$ cat src/rtl/ecnf_pkg.sv
`timescale 1ns / 1ps
// shared types, constants and list compare function for the class nano filter
// no dependencies; imported by ecm_class_nano_filter
package ecnf_pkg;

   localparam int MAX_CLASSES   = 8;
   localparam int MAX_MSG_BYTES = 512;
   localparam int POS_W         = $clog2(MAX_MSG_BYTES);
   localparam int CLASS_W       = 8;
   localparam int LIST_W        = 64;
   localparam int COUNT_W       = 4;
   localparam int CAID_W        = 16;

   localparam int CSR_DATA_W = 64;
   localparam int CSR_ADDR_W = 5;
   localparam int CSR_IDX_W  = 2;

   localparam logic [CLASS_W-1:0] TAG_CLASS      = 8'hE2;
   localparam logic [CLASS_W-1:0] TAG_END        = 8'hEA;
   localparam logic [CLASS_W-1:0] LATE_MARK      = 8'hD2;
   localparam logic [CAID_W-1:0]  FILTER_CAID    = 16'h0500;
   localparam logic [POS_W-1:0]   MARK_POS       = POS_W'(4);
   localparam logic [POS_W-1:0]   START_EARLY    = POS_W'(9);
   localparam logic [POS_W-1:0]   START_LATE     = POS_W'(12);
   localparam logic [POS_W-1:0]   POS_MAX        = POS_W'(MAX_MSG_BYTES - 1);

   typedef enum logic [CSR_IDX_W-1:0] {
      CSR_BLOCKED_COUNT   = 2'd0,
      CSR_BLOCKED_CLASSES = 2'd1,
      CSR_ALLOWED_COUNT   = 2'd2,
      CSR_ALLOWED_CLASSES = 2'd3
   } csr_index_type;

   typedef enum logic [1:0] {
      MODE_IDLE = 2'd0,
      MODE_SCAN = 2'd1,
      MODE_LEN  = 2'd2,
      MODE_BODY = 2'd3
   } parse_mode_type;

   typedef enum logic [2:0] {
      VERDICT_NOT_FILTERED = 3'd0,
      VERDICT_PASS_NO_CHECK = 3'd1,
      VERDICT_PASS_ALLOWED = 3'd2,
      VERDICT_BLOCKED      = 3'd3,
      VERDICT_NO_ALLOWED   = 3'd4
   } verdict_type;

   typedef struct packed {
      logic [CAID_W-1:0]  ca_system_id;
      logic               last_byte;
      logic [CLASS_W-1:0] msg_byte;
   } req_item_type;

   typedef struct packed {
      verdict_type verdict;
      logic        accepted;
   } rsp_item_type;

   function automatic logic list_has(input logic [COUNT_W-1:0] count,
                                     input logic [LIST_W-1:0]  packed_list,
                                     input logic [CLASS_W-1:0] cls);
      logic hit;
      hit = 1'b0;
      for (int i = 0; i < MAX_CLASSES; i++) begin
         if ((32'(count) > i) && (packed_list[CLASS_W*i +: CLASS_W] == cls)) begin
            hit = 1'b1;
         end
      end
      return hit;
   endfunction

endpackage

$ cat src/rtl/ecm_class_nano_filter.sv
`timescale 1ns / 1ps
// class filter for access-control messages: byte parser, class lists, verdict
// depends on ecnf_pkg
//
// The block takes one message byte per clock cycle unless input is held back,
// and returns one verdict transfer for each byte marked with tlast. A byte is
// first captured in an input register; when it advances, the parse state
// (position, mode, tag body count and hit flags) is updated by a single pass
// of logic that includes the parallel compare of the byte against both
// eight-entry class lists, and a last byte clears it and loads the verdict
// register that drives rsp_tvalid. Throughput is one byte per cycle unless
// input is held back. Input is only held back while a verdict waits in the
// output register and the next last byte is ready to retire. The user must
// write class lists through the csr port only while no message is in flight;
// the block does not enforce this.
module ecm_class_nano_filter (
   input  logic                                clock,
   input  logic                                reset,
   input  logic                                req_tvalid,
   output logic                                req_tready,
   input  logic [7:0]                          req_tdata,   // msg_byte
   input  logic                                req_tlast,   // last_byte
   input  logic [ecnf_pkg::CAID_W-1:0]         req_tuser,   // ca_system_id
   output logic                                rsp_tvalid,
   input  logic                                rsp_tready,
   output logic [7:0]                          rsp_tdata,   // accepted, verdict[2:0], zeros
   input  logic                                csr_psel,
   input  logic                                csr_penable,
   input  logic                                csr_pwrite,
   input  logic [ecnf_pkg::CSR_ADDR_W-1:0]     csr_paddr,
   input  logic [ecnf_pkg::CSR_DATA_W-1:0]     csr_pwdata,
   output logic [ecnf_pkg::CSR_DATA_W-1:0]     csr_prdata,
   output logic                                csr_pready
);
   import ecnf_pkg::*;

   logic [COUNT_W-1:0] blocked_count_ff, allowed_count_ff;
   logic [LIST_W-1:0]  blocked_classes_ff, allowed_classes_ff;
   logic               csr_write;
   csr_index_type      csr_index;

   logic               s1_valid_ff;
   req_item_type       s1_item_ff;
   logic               s1_advance;

   logic [POS_W-1:0]   pos_ff, pos_in;
   parse_mode_type     mode_ff, mode_in;
   logic [7:0]         body_ff, body_in;
   logic               late_ff, late_in;
   logic               filter_ff, filter_in;
   logic               seen_ff, seen_in;
   logic               allowed_hit_ff, allowed_hit_in;
   logic               blocked_hit_ff, blocked_hit_in;

   logic               rsp_valid_ff;
   rsp_item_type       rsp_item_ff, rsp_item_in;

   // configuration port
   assign csr_pready = 1'b1;
   assign csr_write  = csr_psel && csr_penable && csr_pwrite && csr_pready;
   assign csr_index  = csr_index_type'(csr_paddr[CSR_ADDR_W-1:CSR_ADDR_W-CSR_IDX_W]);

   always_ff @(posedge clock) begin
      if (reset) begin
         blocked_count_ff   <= '0;
         blocked_classes_ff <= '0;
         allowed_count_ff   <= '0;
         allowed_classes_ff <= '0;
      end else if (csr_write) begin
         case (csr_index)
            CSR_BLOCKED_COUNT:   blocked_count_ff   <= csr_pwdata[COUNT_W-1:0];
            CSR_BLOCKED_CLASSES: blocked_classes_ff <= csr_pwdata[LIST_W-1:0];
            CSR_ALLOWED_COUNT:   allowed_count_ff   <= csr_pwdata[COUNT_W-1:0];
            CSR_ALLOWED_CLASSES: allowed_classes_ff <= csr_pwdata[LIST_W-1:0];
            default: ;
         endcase
      end
   end

   always_comb begin
      case (csr_index)
         CSR_BLOCKED_COUNT:   csr_prdata = CSR_DATA_W'(blocked_count_ff);
         CSR_BLOCKED_CLASSES: csr_prdata = CSR_DATA_W'(blocked_classes_ff);
         CSR_ALLOWED_COUNT:   csr_prdata = CSR_DATA_W'(allowed_count_ff);
         CSR_ALLOWED_CLASSES: csr_prdata = CSR_DATA_W'(allowed_classes_ff);
         default:             csr_prdata = '0;
      endcase
   end

   // input register
   assign s1_advance = s1_valid_ff && (!s1_item_ff.last_byte || !rsp_valid_ff || rsp_tready);
   assign req_tready = !s1_valid_ff || s1_advance;

   always_ff @(posedge clock) begin
      if (reset) begin
         s1_valid_ff <= 1'b0;
      end else if (req_tready) begin
         s1_valid_ff <= req_tvalid;
      end
   end

   always_ff @(posedge clock) begin
      if (req_tready && req_tvalid) begin
         s1_item_ff.msg_byte     <= req_tdata;
         s1_item_ff.last_byte    <= req_tlast;
         s1_item_ff.ca_system_id <= req_tuser;
      end
   end

   // parse state next value
   always_comb begin
      logic [CLASS_W-1:0] b;
      logic [POS_W-1:0]   start;
      logic               first;
      logic               take;
      b     = s1_item_ff.msg_byte;
      first = (pos_ff == '0);
      take  = 1'b0;

      pos_in         = (pos_ff < POS_MAX) ? pos_ff + POS_W'(1) : pos_ff;
      mode_in        = first ? MODE_IDLE : mode_ff;
      body_in        = first ? '0 : body_ff;
      late_in        = first ? 1'b0 : late_ff;
      filter_in      = first ? (s1_item_ff.ca_system_id == FILTER_CAID) : filter_ff;
      seen_in        = first ? 1'b0 : seen_ff;
      allowed_hit_in = first ? 1'b0 : allowed_hit_ff;
      blocked_hit_in = first ? 1'b0 : blocked_hit_ff;

      if (pos_ff == MARK_POS) begin
         late_in = (b == LATE_MARK);
      end
      start = late_in ? START_LATE : START_EARLY;

      case (mode_in)
         MODE_IDLE: begin
            if (pos_ff == start) begin
               mode_in = (b == TAG_CLASS) ? MODE_LEN :
                         (b == TAG_END)   ? MODE_IDLE : MODE_SCAN;
            end
         end
         MODE_SCAN: begin
            mode_in = (b == TAG_CLASS) ? MODE_LEN :
                      (b == TAG_END)   ? MODE_IDLE : MODE_SCAN;
         end
         MODE_LEN: begin
            if (b == '0) begin
               take = 1'b1;
            end else begin
               body_in = b;
               mode_in = MODE_BODY;
            end
         end
         MODE_BODY: begin
            if (body_in > 8'd1) begin
               body_in = body_in - 8'd1;
            end else begin
               body_in = '0;
               take    = 1'b1;
            end
         end
         default: mode_in = MODE_IDLE;
      endcase

      // class byte: check lists, rescan it unless halted
      if (take) begin
         if (list_has(blocked_count_ff, blocked_classes_ff, b)) begin
            blocked_hit_in = 1'b1;
            mode_in        = MODE_IDLE;
         end else begin
            seen_in = 1'b1;
            if (list_has(allowed_count_ff, allowed_classes_ff, b)) begin
               allowed_hit_in = 1'b1;
            end
            mode_in = (b == TAG_CLASS) ? MODE_LEN :
                      (b == TAG_END)   ? MODE_IDLE : MODE_SCAN;
         end
      end
   end

   // verdict from the state after this byte
   always_comb begin
      if (!filter_in || (blocked_count_ff == '0 && allowed_count_ff == '0)) begin
         rsp_item_in.accepted = 1'b1;
         rsp_item_in.verdict  = VERDICT_NOT_FILTERED;
      end else if (blocked_hit_in) begin
         rsp_item_in.accepted = 1'b0;
         rsp_item_in.verdict  = VERDICT_BLOCKED;
      end else if (seen_in && allowed_count_ff != '0) begin
         rsp_item_in.accepted = allowed_hit_in;
         rsp_item_in.verdict  = allowed_hit_in ? VERDICT_PASS_ALLOWED : VERDICT_NO_ALLOWED;
      end else begin
         rsp_item_in.accepted = 1'b1;
         rsp_item_in.verdict  = VERDICT_PASS_NO_CHECK;
      end
   end

   always_ff @(posedge clock) begin
      if (reset) begin
         pos_ff         <= '0;
         mode_ff        <= MODE_IDLE;
         body_ff        <= '0;
         late_ff        <= 1'b0;
         filter_ff      <= 1'b0;
         seen_ff        <= 1'b0;
         allowed_hit_ff <= 1'b0;
         blocked_hit_ff <= 1'b0;
      end else if (s1_advance) begin
         if (s1_item_ff.last_byte) begin
            pos_ff         <= '0;
            mode_ff        <= MODE_IDLE;
            body_ff        <= '0;
            late_ff        <= 1'b0;
            filter_ff      <= 1'b0;
            seen_ff        <= 1'b0;
            allowed_hit_ff <= 1'b0;
            blocked_hit_ff <= 1'b0;
         end else begin
            pos_ff         <= pos_in;
            mode_ff        <= mode_in;
            body_ff        <= body_in;
            late_ff        <= late_in;
            filter_ff      <= filter_in;
            seen_ff        <= seen_in;
            allowed_hit_ff <= allowed_hit_in;
            blocked_hit_ff <= blocked_hit_in;
         end
      end
   end

   // result register
   always_ff @(posedge clock) begin
      if (reset) begin
         rsp_valid_ff <= 1'b0;
      end else if (s1_advance && s1_item_ff.last_byte) begin
         rsp_valid_ff <= 1'b1;
      end else if (rsp_tready) begin
         rsp_valid_ff <= 1'b0;
      end
   end

   always_ff @(posedge clock) begin
      if (s1_advance && s1_item_ff.last_byte) begin
         rsp_item_ff <= rsp_item_in;
      end
   end

   assign rsp_tvalid = rsp_valid_ff;
   assign rsp_tdata  = {4'b0000, rsp_item_ff};

`ifndef SYNTHESIS
   a_body_only_in_tag: assert property (@(posedge clock) disable iff (reset)
      mode_ff != MODE_BODY |-> body_ff == '0)
      else $error("tag body count left outside tag body");

   a_clear_after_last: assert property (@(posedge clock) disable iff (reset)
      s1_advance && s1_item_ff.last_byte |=> pos_ff == '0 && mode_ff == MODE_IDLE)
      else $error("message state not cleared after last byte");

   a_fresh_message_clear: assert property (@(posedge clock) disable iff (reset)
      pos_ff == '0 |-> !seen_ff && !allowed_hit_ff && !blocked_hit_ff && !late_ff)
      else $error("stale flags at message start");

   a_blocked_halts: assert property (@(posedge clock) disable iff (reset)
      blocked_hit_ff |-> mode_ff == MODE_IDLE)
      else $error("scanning continued after blocked class");

   a_rsp_from_last: assert property (@(posedge clock) disable iff (reset)
      $rose(rsp_valid_ff) |-> $past(s1_advance && s1_item_ff.last_byte))
      else $error("verdict without a last byte");
`endif

endmodule
$ cat config.mk
export PLATFORM = sky130hd
export DESIGN_NAME = ecm_class_nano_filter
export DESIGN_NICKNAME = d
export VERILOG_FILES = /design/src/rtl/ecnf_pkg.sv /design/src/rtl/ecm_class_nano_filter.sv
export SDC_FILE = /design/constraint.sdc
export NUM_CORES = 1
export LEC_CHECK = 0
export BUFFER_PORTS_ARGS = -buffer_cell sky130_fd_sc_hd__buf_2
export CORE_MARGIN = 10
export CORE_UTILIZATION = 60
export DETAILED_ROUTE_END_ITERATION = 10
export PLACE_DENSITY_LB_ADDON = 0.12
export SLEW_MARGIN = 20
export SYNTH_ARGS = -nofsm -noshare
export SYNTH_HDL_FRONTEND = slang
export SYNTH_SLANG_ARGS = --single-unit
$ cat constraint.sdc
create_clock -name clock -period 7.75 [get_ports clock]
set_clock_uncertainty 0.15 [all_clocks]
set_input_delay 0.3875 -clock clock [delete_from_list [all_inputs] [get_ports clock]]
set_output_delay 0.3875 -clock clock [all_outputs]
set_load 0.01 [all_outputs]
==> flow_metrics.py, run 1 <==
metrics = {
    "route": {
        "antenna_left": 0,
        "detailroute.via_count": 9124,
        "routed_wl_mm": 29.37,
        "vias_per_cell": 5.742,
        "firstDrtPassIters": 5,
        "drcViolationCount": 0,
        "post_drt_wl_per_cell_um": 18.48,
        "drt_iter0_drc": 763,
    },
    "yosys": {
        "synthSimpleGateAreaFrac_pct": 22.19,
        "synth_flop_cell": "dfxtp_1",
        "ys_warn_count": 0,
        "syn_area_um2": 10280,
        "ys_seq_area_share_pct": 40.02,
        "synthCells": 1219,
        "synthAdderAreaFrac_pct": 0.4869,
        "ys_types": 71,
        "synth_top_family_by_area": "simple AND/OR/NAND/NOR gates",
        "synth_top_area_share_pct": 31.55,
        "ys_seq_elements": 191,
        "synthArstFlopShare_pct": 0,
        "synthTopCellsByArea": "dfxtp_1 (32%), nand2_1 (10%), edfxtp_1 (8.5%)",
        "synth_edf_count": 29,
        "synth-compound-area-share_pct": 12.67,
        "yosys-mux-area-fraction_pct": 7.498,
        "synth_xor_xnor_area_share_pct": 11.50,
        "syn_avg_cell_area_um2": 8.433,
        "yosysTopAreaCell": "dfxtp_1",
    },
    "final_layout": {
        "syn2layout_area_growth_pct": 15.70,
        "final_nets": 1459,
        "final_util_pct": 71.22,
        "final_common_cell": "nand2_1",
        "fillers": 1362,
        "drive_gt1_share_pct": 17.34,
        "final_area_um2": 11890,
        "multiInputGateArea_um2": 5630,
        "finalNonFillerCells": 1589,
        "most-common-layout-cells": "nand2_1 (284), buf_2 (165), dfxtp_1 (162)",
        "ff_latch_area_um2": 4114,
    },
    "sta": {
        "tns_ps": 0,
        "drv_slew": 0,
        "layout_worst_path_cycle_share_pct": 47.97,
        "setup_violations": 0,
        "hold_slack_ps": 40.53,
        "fmax_ghz": 0.2690,
        "hold_viol": 0,
        "slew_headroom_pct": 26.20,
        "period_minus_slack_ps": 3718,
        "tightest_slew_ps": 1107,
        "rsz0062_at_grt": "no",
    },
    "placement": {
        "place_inst": 1530,
        "io_buffers": 167,
        "hpwlAfterDp_mm": 18.53,
        "place_area_um2": 11000,
        "globalplace.congestion": 0.8637,
    },
    "cts": {
        "clock-root-buffer": "clkbuf_16",
        "post_cts_buffers": 0,
        "cts_tree": "yes",
        "path_clk_slew_ps": 70,
        "ctsResizeCount": 0,
        "clock_latency_ps": 440,
        "h-tree-depth": 4,
        "cts_sinks": 191,
        "clockBufferDepth": 2,
        "hold_buffers": 25,
        "cts_made_buffers": 17,
    },
    "outcome": {
        "status": "complete, no violations",
    },
    "worst_setup_path": {
        "rrSetupSlack_ps": 4030,
        "critical_path_arrival_ps": 3730,
        "cp-start-kind": "flip-flop",
        "required_ps": 7760,
        "crit_type": "flip-flop to flip-flop",
        "r2r-start": "pos_ff[5]",
        "critPathMaxFanout": 13,
        "reg2reg_to": "rsp_tdata[1]",
        "reg2reg_depth": 10,
        "end_kind": "flip-flop",
    },
    "min_path": {
        "hold_start": "csr_pwdata[40]",
        "hold_path_class": "input pin to flip-flop",
        "min_to": "blocked_classes_ff[40]",
        "min_path_cells": 3,
    },
    "power_and_ir_drop": {
        "ir_worst_vdd_v": 0.0001638,
        "clkPwrFrac_pct": 43.4,
        "combPwrFrac_pct": 9.2,
        "p_per_area_nw_per_um2": 183.4,
        "leakage_nw": 4.414,
        "switching_power_mw": 0.5306,
        "p_int_mw": 1.650,
        "netSwitchingFraction_pct": 24.33,
        "pwr-share-seq_pct": 47.5,
    },
    "flow_run": {
        "cap_violations": 0,
    },
    "global_route": {
        "grt_max_degree": 103,
        "first_global_vias": 8755,
        "overflow": 0,
        "antenna_found_initial": 2,
        "grt_usage_pct": 25.27,
        "grt_pass1_wl_mm": 45.83,
    },
    "die": {
        "ios": 176,
        "coreArea_um2": 16700,
        "die_w_um": 150.9,
        "die_area_um2": 22770,
        "initial_core_util_pct": 61.55,
        "die_y_um": 150.9,
        "rows": 47,
    },
}
## synth_stat cells (5+ instances only)
| cell type | instances |
|---|---|
| nor3_1 | 13 |
| xnor2_1 | 86 |
| inv_1 | 11 |
| buf_4 | 13 |
| o21ai_0 | 18 |
| nor2_1 | 33 |
| buf_6 | 9 |
| edfxtp_1 | 29 |
| mux2i_1 | 68 |
| nand3_1 | 16 |
| dfxtp_1 | 162 |
| nor4_1 | 22 |
| a21oi_1 | 149 |
| nor2b_1 | 62 |
| o21a_1 | 6 |
| nand2_1 | 285 |
| buf_1 | 7 |
| nand4_1 | 21 |
| o211ai_1 | 5 |
| xor2_1 | 49 |
| clkbuf_1 | 57 |
| a22oi_1 | 7 |
## logic make-up (layout without fill, tap and decap cells)
family,Yosys count,in the layout
simple gates,487,487
compound gates,224,224
flops,191,191
xor+xnor,135,135
buf+inv,104,249
mux,72,72
fa+ha+maj,4,4
other cells,2,7
## power groups by stage
stage / clock network (mW) / registers, mW / logic (mW)
3_3_place_gp: 0 / 1.06 / 0.184
4_1_cts: 0.952 / 1.04 / 0.197
6_report: 0.946 / 1.04 / 0.200
3_5_place_dp: 0 / 1.06 / 0.186
5_1_grt: 0.988 / 1.04 / 0.215
2_1_floorplan: 0 / 1.05 / 0.130
## worst max path at each step
| stage | from | endpoint | slack, ps | cells past startpoint |
|---|---|---|---|---|
| finish | pos_ff[5] | rsp_tdata[1] | 4030 | 10 |
| floorplan | pos_ff[5] | body_ff[2] | 4270 | 14 |
| global route | pos_ff[5] | rsp_tdata[1] | 3790 | 10 |
| global placement | pos_ff[5] | rsp_tdata[0] | 4190 | 10 |
| CTS | pos_ff[5] | rsp_tdata[1] | 4060 | 10 |
| detailed placement | pos_ff[5] | rsp_tdata[0] | 4130 | 10 |
## state kept, by name (all words and copies together), names as in the netlist
name and count:
allowed_count_ff 4, s1_item_ff 25, allowed_hit_ff 1, allowed_classes_ff 64
mode_ff 2, rsp_tvalid 1, blocked_classes_ff 64, body_ff 8
blocked_count_ff 4, blocked_hit_ff 1, seen_ff 1, s1_valid_ff 1
pos_ff 9, filter_ff 1, late_ff 1, rsp_tdata 4
## metrics by stage
step	total power [mW]	worst slack (ps)
after global routing	2.240	3791
final	2.181	4032
after global placement	1.242	4189
after CTS	2.185	4061
after detailed placement	1.244	4131
after floorplan	1.185	4271
## layer usage
metal  GRT usage [%]  vias to the layer above  share of wire [%]
met3           5.101                       47                7.7
met4           7.892                        0                1.9
li1                -                     4412                  -
met2           42.38                      391                 48
met5               0                        -                  0
met1           32.03                     4274                 42
## layout make-up
cell class,instances,area share (%)
clock inverter,15,1.736
multi-input combinational,927,47.34
inverter,11,0.3471
tap,220,2.314
antenna,2,0.04208
timing repair buffer,206,10.06
sequential,191,34.59
clock buffer,17,3.577
## critical path, cell delays in order, from the launching register on
cell and delay (ps):
dfxtp_1 340, or4_4 600, or4_4 620, nand2_1 150
ha_1 300, o211ai_1 200, o21ai_0 240, and3_4 240
nand3_2 120, a21oi_1 320, a21boi_0 170
No activity file was read; power rests on OpenSTA's default activity.
==> inputs of run 2 (changes only) <==
--- a/config.mk
+++ b/config.mk
@@ -7,7 +7,7 @@
 export LEC_CHECK = 0
 export BUFFER_PORTS_ARGS = -buffer_cell sky130_fd_sc_hd__buf_2
 export CORE_MARGIN = 10
-export CORE_UTILIZATION = 60
+export CORE_UTILIZATION = 51
 export DETAILED_ROUTE_END_ITERATION = 10
 export PLACE_DENSITY_LB_ADDON = 0.12
 export SLEW_MARGIN = 20
==> constraint.sdc (replaced) <==
create_clock -name clock -period 3.25 [get_ports clock]
set_clock_uncertainty 0.15 [all_clocks]
set_input_delay 0.1625 -clock clock [delete_from_list [all_inputs] [get_ports clock]]
set_output_delay 0.1625 -clock clock [all_outputs]
set_load 0.01 [all_outputs]
==> flow_metrics.py, run 2 (synthesis gave the netlist of run 1 again) <==
metrics = {
    "worst_setup_path": {
        "critPathMaxFanout": 4,
        "rrSetupSlack_ps": 150,
        "cpMaxStageDelayCell": "or4_4",
        "endpoint": "body_ff[2]",
        "path_buf_inv": 1,
        "critPathLaunch": "pos_ff[6]",
        "crit_path_cell_trace": "or4_4, or4_4, nand2_4, inv_2, ha_4, o211a_1, or3_4, or3b_4, a21oi_2, a31oi_1, a21oi_1",
        "end_kind": "flip-flop",
        "reg2reg_depth": 11,
        "max_stage_delay_ps": 530,
        "reg2reg_to": "body_ff[2]",
        "crit_path_frequent_cell": "or4_4",
        "r2r-start": "pos_ff[6]",
        "crit_cells": 11,
        "crit_type": "flip-flop to flip-flop",
        "critical_path_arrival_ps": 3320,
        "cp_top_family": "simple AND/OR/NAND/NOR gates",
        "required_ps": 3470,
        "cp-start-kind": "flip-flop",
    },
    "cts": {
        "clock-root-buffer": "clkbuf_16",
        "cts_made_buffers": 17,
        "path_clk_slew_ps": 70,
        "clockBufferDepth": 2,
        "cts_sinks": 191,
        "clock_latency_ps": 450,
        "h-tree-depth": 4,
        "cts_tree": "yes",
    },
    "route": {
        "post_drt_wl_per_cell_um": 18.16,
        "detailroute.via_count": 9485,
        "antenna_left": 0,
        "vias_per_cell": 5.499,
        "drt_iter0_drc": 686,
        "routed_wl_mm": 31.33,
        "drcViolationCount": 0,
        "firstDrtPassIters": 5,
    },
    "global_route": {
        "grt_max_degree": 92,
        "grt_usage_pct": 23.37,
        "grt_busiest_layer": "met2",
        "grt_pass1_wl_mm": 49.81,
        "antenna_found_initial": 1,
        "use_met3_pct": 5.586,
        "overflow": 0,
        "met2_usage_pct": 38.43,
        "first_global_vias": 9249,
        "met1_usage_pct": 30.46,
    },
    "sta": {
        "rsz0062_at_grt": "no",
        "period_minus_slack_ps": 3096,
        "tns_ps": 0,
        "setup_ws_ps": 154.2,
        "drv_slew": 0,
        "setup_violations": 0,
        "slew_headroom_pct": 39.74,
        "tightest_slew_ps": 901.9,
        "layout_worst_path_cycle_share_pct": 95.26,
        "hold_viol": 0,
        "fmax_ghz": 0.3230,
        "hold_slack_ps": 251.2,
    },
    "die": {
        "coreArea_um2": 19650,
        "die_y_um": 162.0,
        "rows": 51,
        "die_area_um2": 26240,
        "initial_core_util_pct": 52.30,
        "ios": 176,
        "die_w_um": 162.0,
    },
    "outcome": {
        "status": "complete, no violations",
    },
    "power_and_ir_drop": {
        "clkPwrFrac_pct": 42.2,
        "combPwrFrac_pct": 10.6,
        "ir_worst_vdd_v": 0.0002880,
        "pwr-share-seq_pct": 47.3,
        "leakage_nw": 4.869,
        "switching_power_mw": 1.368,
        "p_per_area_nw_per_um2": 406.5,
        "finalPower_mw": 5.254,
        "p_int_mw": 3.886,
        "netSwitchingFraction_pct": 26.04,
    },
    "final_layout": {
        "final_common_cell": "nand2_1",
        "top_regs": "allowed_classes_ff (64), blocked_classes_ff (64), s1_item_ff (25)",
        "drive_gt1_share_pct": 18.64,
        "most-common-layout-cells": "nand2_1 (282), buf_2 (165), dfxtp_1 (160)",
        "final_area_um2": 12920,
        "fillers": 1710,
        "syn2layout_area_growth_pct": 25.71,
        "final_nets": 1551,
    },
    "min_path": {
        "min_path_cells": 5,
        "hold_path_class": "input pin to flip-flop",
    },
    "placement": {
        "io_buffers": 167,
        "hpwlAfterDp_mm": 20.31,
        "place_ws_ps": 67.46,
        "globalplace.congestion": 0.8915,
        "place_area_um2": 11340,
    },
    "flow_run": {
        "cap_violations": 0,
    },
}
-- run 2: repair_timing --
item	4_1_cts	5_1_grt
setup endpoints to repair	0	2
hold buffers	93	0
gates resized for setup	0	8
buffers inserted	0	1
hold endpoints to repair	170	0
-- run 2: tightest hold or removal path, stage by stage --
cell and delay, ps:
buf_2 100, nand3_1 160, nor3_1 160, mux2i_1 150, nor2_1 70
-- run 2: per-stage QoR --
step / cells / util, %
global placement: 1598 / 57.72
floorplan: 1222 / -
global route: 1724 / 65.74
CTS: 1723 / 65.61
finish: 1725 / 65.75
detailed placement: 1598 / 57.72
-- run 2: cell type report --
class / count / area, um^2 / share of cell area (%)
multi-input combinational: 927 / 5663 / 43.82
sequential: 191 / 4119 / 31.87
timing repair buffer: 298 / 2145 / 16.60
clock buffer: 17 / 425.4 / 3.292
tap: 265 / 331.6 / 2.566
clock inverter: 15 / 195.2 / 1.510
inverter: 11 / 41.29 / 0.3195
antenna: 1 / 2.502 / 0.01936
-- run 2: how the worst min path moves through the flow --
stage / start / end / slack [ps]
after floorplan: req_tdata[0] / s1_item_ff[0] / 110
after global placement: req_tdata[0] / s1_item_ff[0] / 190
after detailed placement: req_tdata[4] / s1_item_ff[4] / 190
after CTS: csr_penable / blocked_count_ff[1] / 220
after global routing: req_tlast / s1_item_ff[8] / 270
final: csr_penable / blocked_count_ff[3] / 250
-- run 2: power groups by stage --
stage	clock (mW)	combinational (mW)	sequential (mW)
3_3_place_gp	0	0.454	2.54
5_1_grt	2.33	0.597	2.49
6_report	2.21	0.555	2.48
2_1_floorplan	0	0.310	2.52
4_1_cts	2.23	0.547	2.48
3_5_place_dp	0	0.456	2.54
-- run 2: metal layers --
| metal | share of wire (%) | routed length (um) |
|---|---|---|
| met1 | 44 | 13850 |
| met2 | 48 | 14940 |
| met3 | 6.7 | 2111 |
| met4 | 1.3 | 412 |
| met5 | 0.042 | 13 |
==> inputs of run 3 (changes only) <==
--- a/config.mk
+++ b/config.mk
@@ -7,7 +7,7 @@
 export LEC_CHECK = 0
 export BUFFER_PORTS_ARGS = -buffer_cell sky130_fd_sc_hd__buf_2
 export CORE_MARGIN = 10
-export CORE_UTILIZATION = 51
+export CORE_UTILIZATION = 50
 export DETAILED_ROUTE_END_ITERATION = 10
 export PLACE_DENSITY_LB_ADDON = 0.12
 export SLEW_MARGIN = 20
==> flow_metrics.py, run 3 (synthesis gave the netlist of run 1 again) <==
metrics = {
    "power_and_ir_drop": {
        "p_per_area_nw_per_um2": 401.0,
        "finalPower_mw": 5.179,
        "leakage_nw": 4.882,
        "ir_worst_vdd_v": 0.0003307,
    },
    "sta": {
        "fmax_ghz": 0.3204,
        "tns_ps": 0,
        "hold_viol": 0,
        "slew_headroom_pct": 43.19,
        "layout_worst_path_cycle_share_pct": 96.04,
        "period_minus_slack_ps": 3121,
        "tightest_slew_ps": 852.1,
        "setup_violations": 0,
        "rsz0062_at_grt": "no",
        "drv_slew": 0,
    },
    "flow_run": {
        "cap_violations": 0,
    },
    "final_layout": {
        "top_regs": "allowed_classes_ff (64), blocked_classes_ff (64), s1_item_ff (25)",
        "syn2layout_area_growth_pct": 25.66,
        "final_nets": 1557,
        "antenna_cells": 0,
        "drive_gt1_share_pct": 18.98,
        "final_area_um2": 12920,
        "most-common-layout-cells": "nand2_1 (282), buf_2 (165), dfxtp_1 (160)",
        "final_common_cell": "nand2_1",
    },
    "die": {
        "ios": 176,
        "initial_core_util_pct": 50.80,
        "die_y_um": 163.4,
        "coreArea_um2": 20230,
        "die_area_um2": 26690,
        "die_w_um": 163.4,
        "rows": 52,
    },
    "worst_setup_path": {
        "end_kind": "flip-flop",
        "required_ps": 3260,
        "critPathMaxFanout": 10,
        "crit_type": "flip-flop to flip-flop",
        "cp-start-kind": "flip-flop",
        "critical_path_arrival_ps": 3130,
    },
    "outcome": {
        "status": "complete, no violations",
    },
    "cts": {
        "cts_sinks": 191,
        "cts_tree": "yes",
        "path_clk_slew_ps": 80,
        "cts_made_buffers": 17,
        "clock_latency_ps": 440,
        "clock-root-buffer": "clkbuf_16",
        "clockBufferDepth": 2,
        "h-tree-depth": 4,
    },
    "route": {
        "antenna_left": 0,
        "drt_iter0_drc": 622,
        "firstDrtPassIters": 5,
        "post_drt_wl_per_cell_um": 18.05,
        "routed_wl_mm": 31.32,
        "drcViolationCount": 0,
        "vias_per_cell": 5.369,
        "detailroute.via_count": 9316,
    },
    "global_route": {
        "grt_pass1_wl_mm": 49.32,
        "overflow": 0,
        "grt_max_degree": 90,
        "first_global_vias": 9283,
        "grt_usage_pct": 22.80,
        "antenna_found_initial": 0,
    },
    "placement": {
        "place_area_um2": 11360,
        "io_buffers": 167,
        "globalplace.congestion": 0.8772,
        "hpwlAfterDp_mm": 21.17,
    },
    "min_path": {
        "hold_path_class": "input pin to flip-flop",
    },
}
## run 3: path summary, 6_finish.rpt
check,startpoint,to,slack [ps],cells after the start
max,s1_item_ff[4],rsp_tdata[0],130,9
min,csr_penable,allowed_count_ff[1],210,5
max reg2reg,s1_item_ff[4],rsp_tdata[0],130,9
min reg2reg,late_ff,late_ff,320,2
## run 3: worst max-delay path, stage by stage, from the launching register on
cell,delay [ps]
edfxtp_1,910
buf_4,310
xor2_1,160
nor4_1,70
nand4_1,120
o41ai_1,100
a2111oi_0,440
buf_4,200
a2bb2oi_2,200
a32oi_1,150
## run 3: timing repair
| item | 4_1_cts | 5_1_grt |
|---|---|---|
| hold buffers | 92 | 0 |
| setup endpoints to repair | 0 | 5 |
| setup buffers | 0 | 3 |
| hold endpoints to repair | 164 | 0 |
| gates resized for setup | 0 | 6 |
## run 3: layer usage
metal / up-vias / part of all wire [%] / global-route usage, %
met5: - / 0 / 0
met4: 0 / 1.2 / 5.123
met3: 29 / 6.2 / 4.279
met2: 288 / 49 / 38.44
met1: 4395 / 44 / 29.58
li1: 4604 / - / -
## run 3: power breakdown
group	switching [mW]	leakage, nW	total [mW]	internal, mW
clock network	1.04	0.291	2.14	1.10
registers	0.0459	1.59	2.48	2.44
logic	0.285	3.00	0.552	0.267
total	1.37	4.88	5.18	3.81
## run 3: per-stage QoR
| step | hold slack (ps) | setup WS [ps] | utilization [%] | instances |
|---|---|---|---|---|
| after global placement | 189.0 | 72.13 | 56.15 | 1608 |
| final | 214.7 | 128.8 | 63.84 | 1735 |
| after floorplan | 111.4 | -144.2 | - | 1222 |
| after CTS | 223.3 | 18.92 | 63.65 | 1732 |
| after detailed placement | 190.6 | 42.48 | 56.15 | 1608 |
| after global routing | 265.9 | 15.24 | 63.84 | 1735 |
## run 3: cell type report
class                           instances  area (um^2)
Tap cell                              270        337.8
Clock buffer                           17        425.4
Inverter                               11        41.29
Clock inverter                         15        171.4
Sequential cell                       191         4116
Timing Repair Buffer                  304         2162
Fill cell                            1779         7317
Multi-Input combinational cell        927         5663
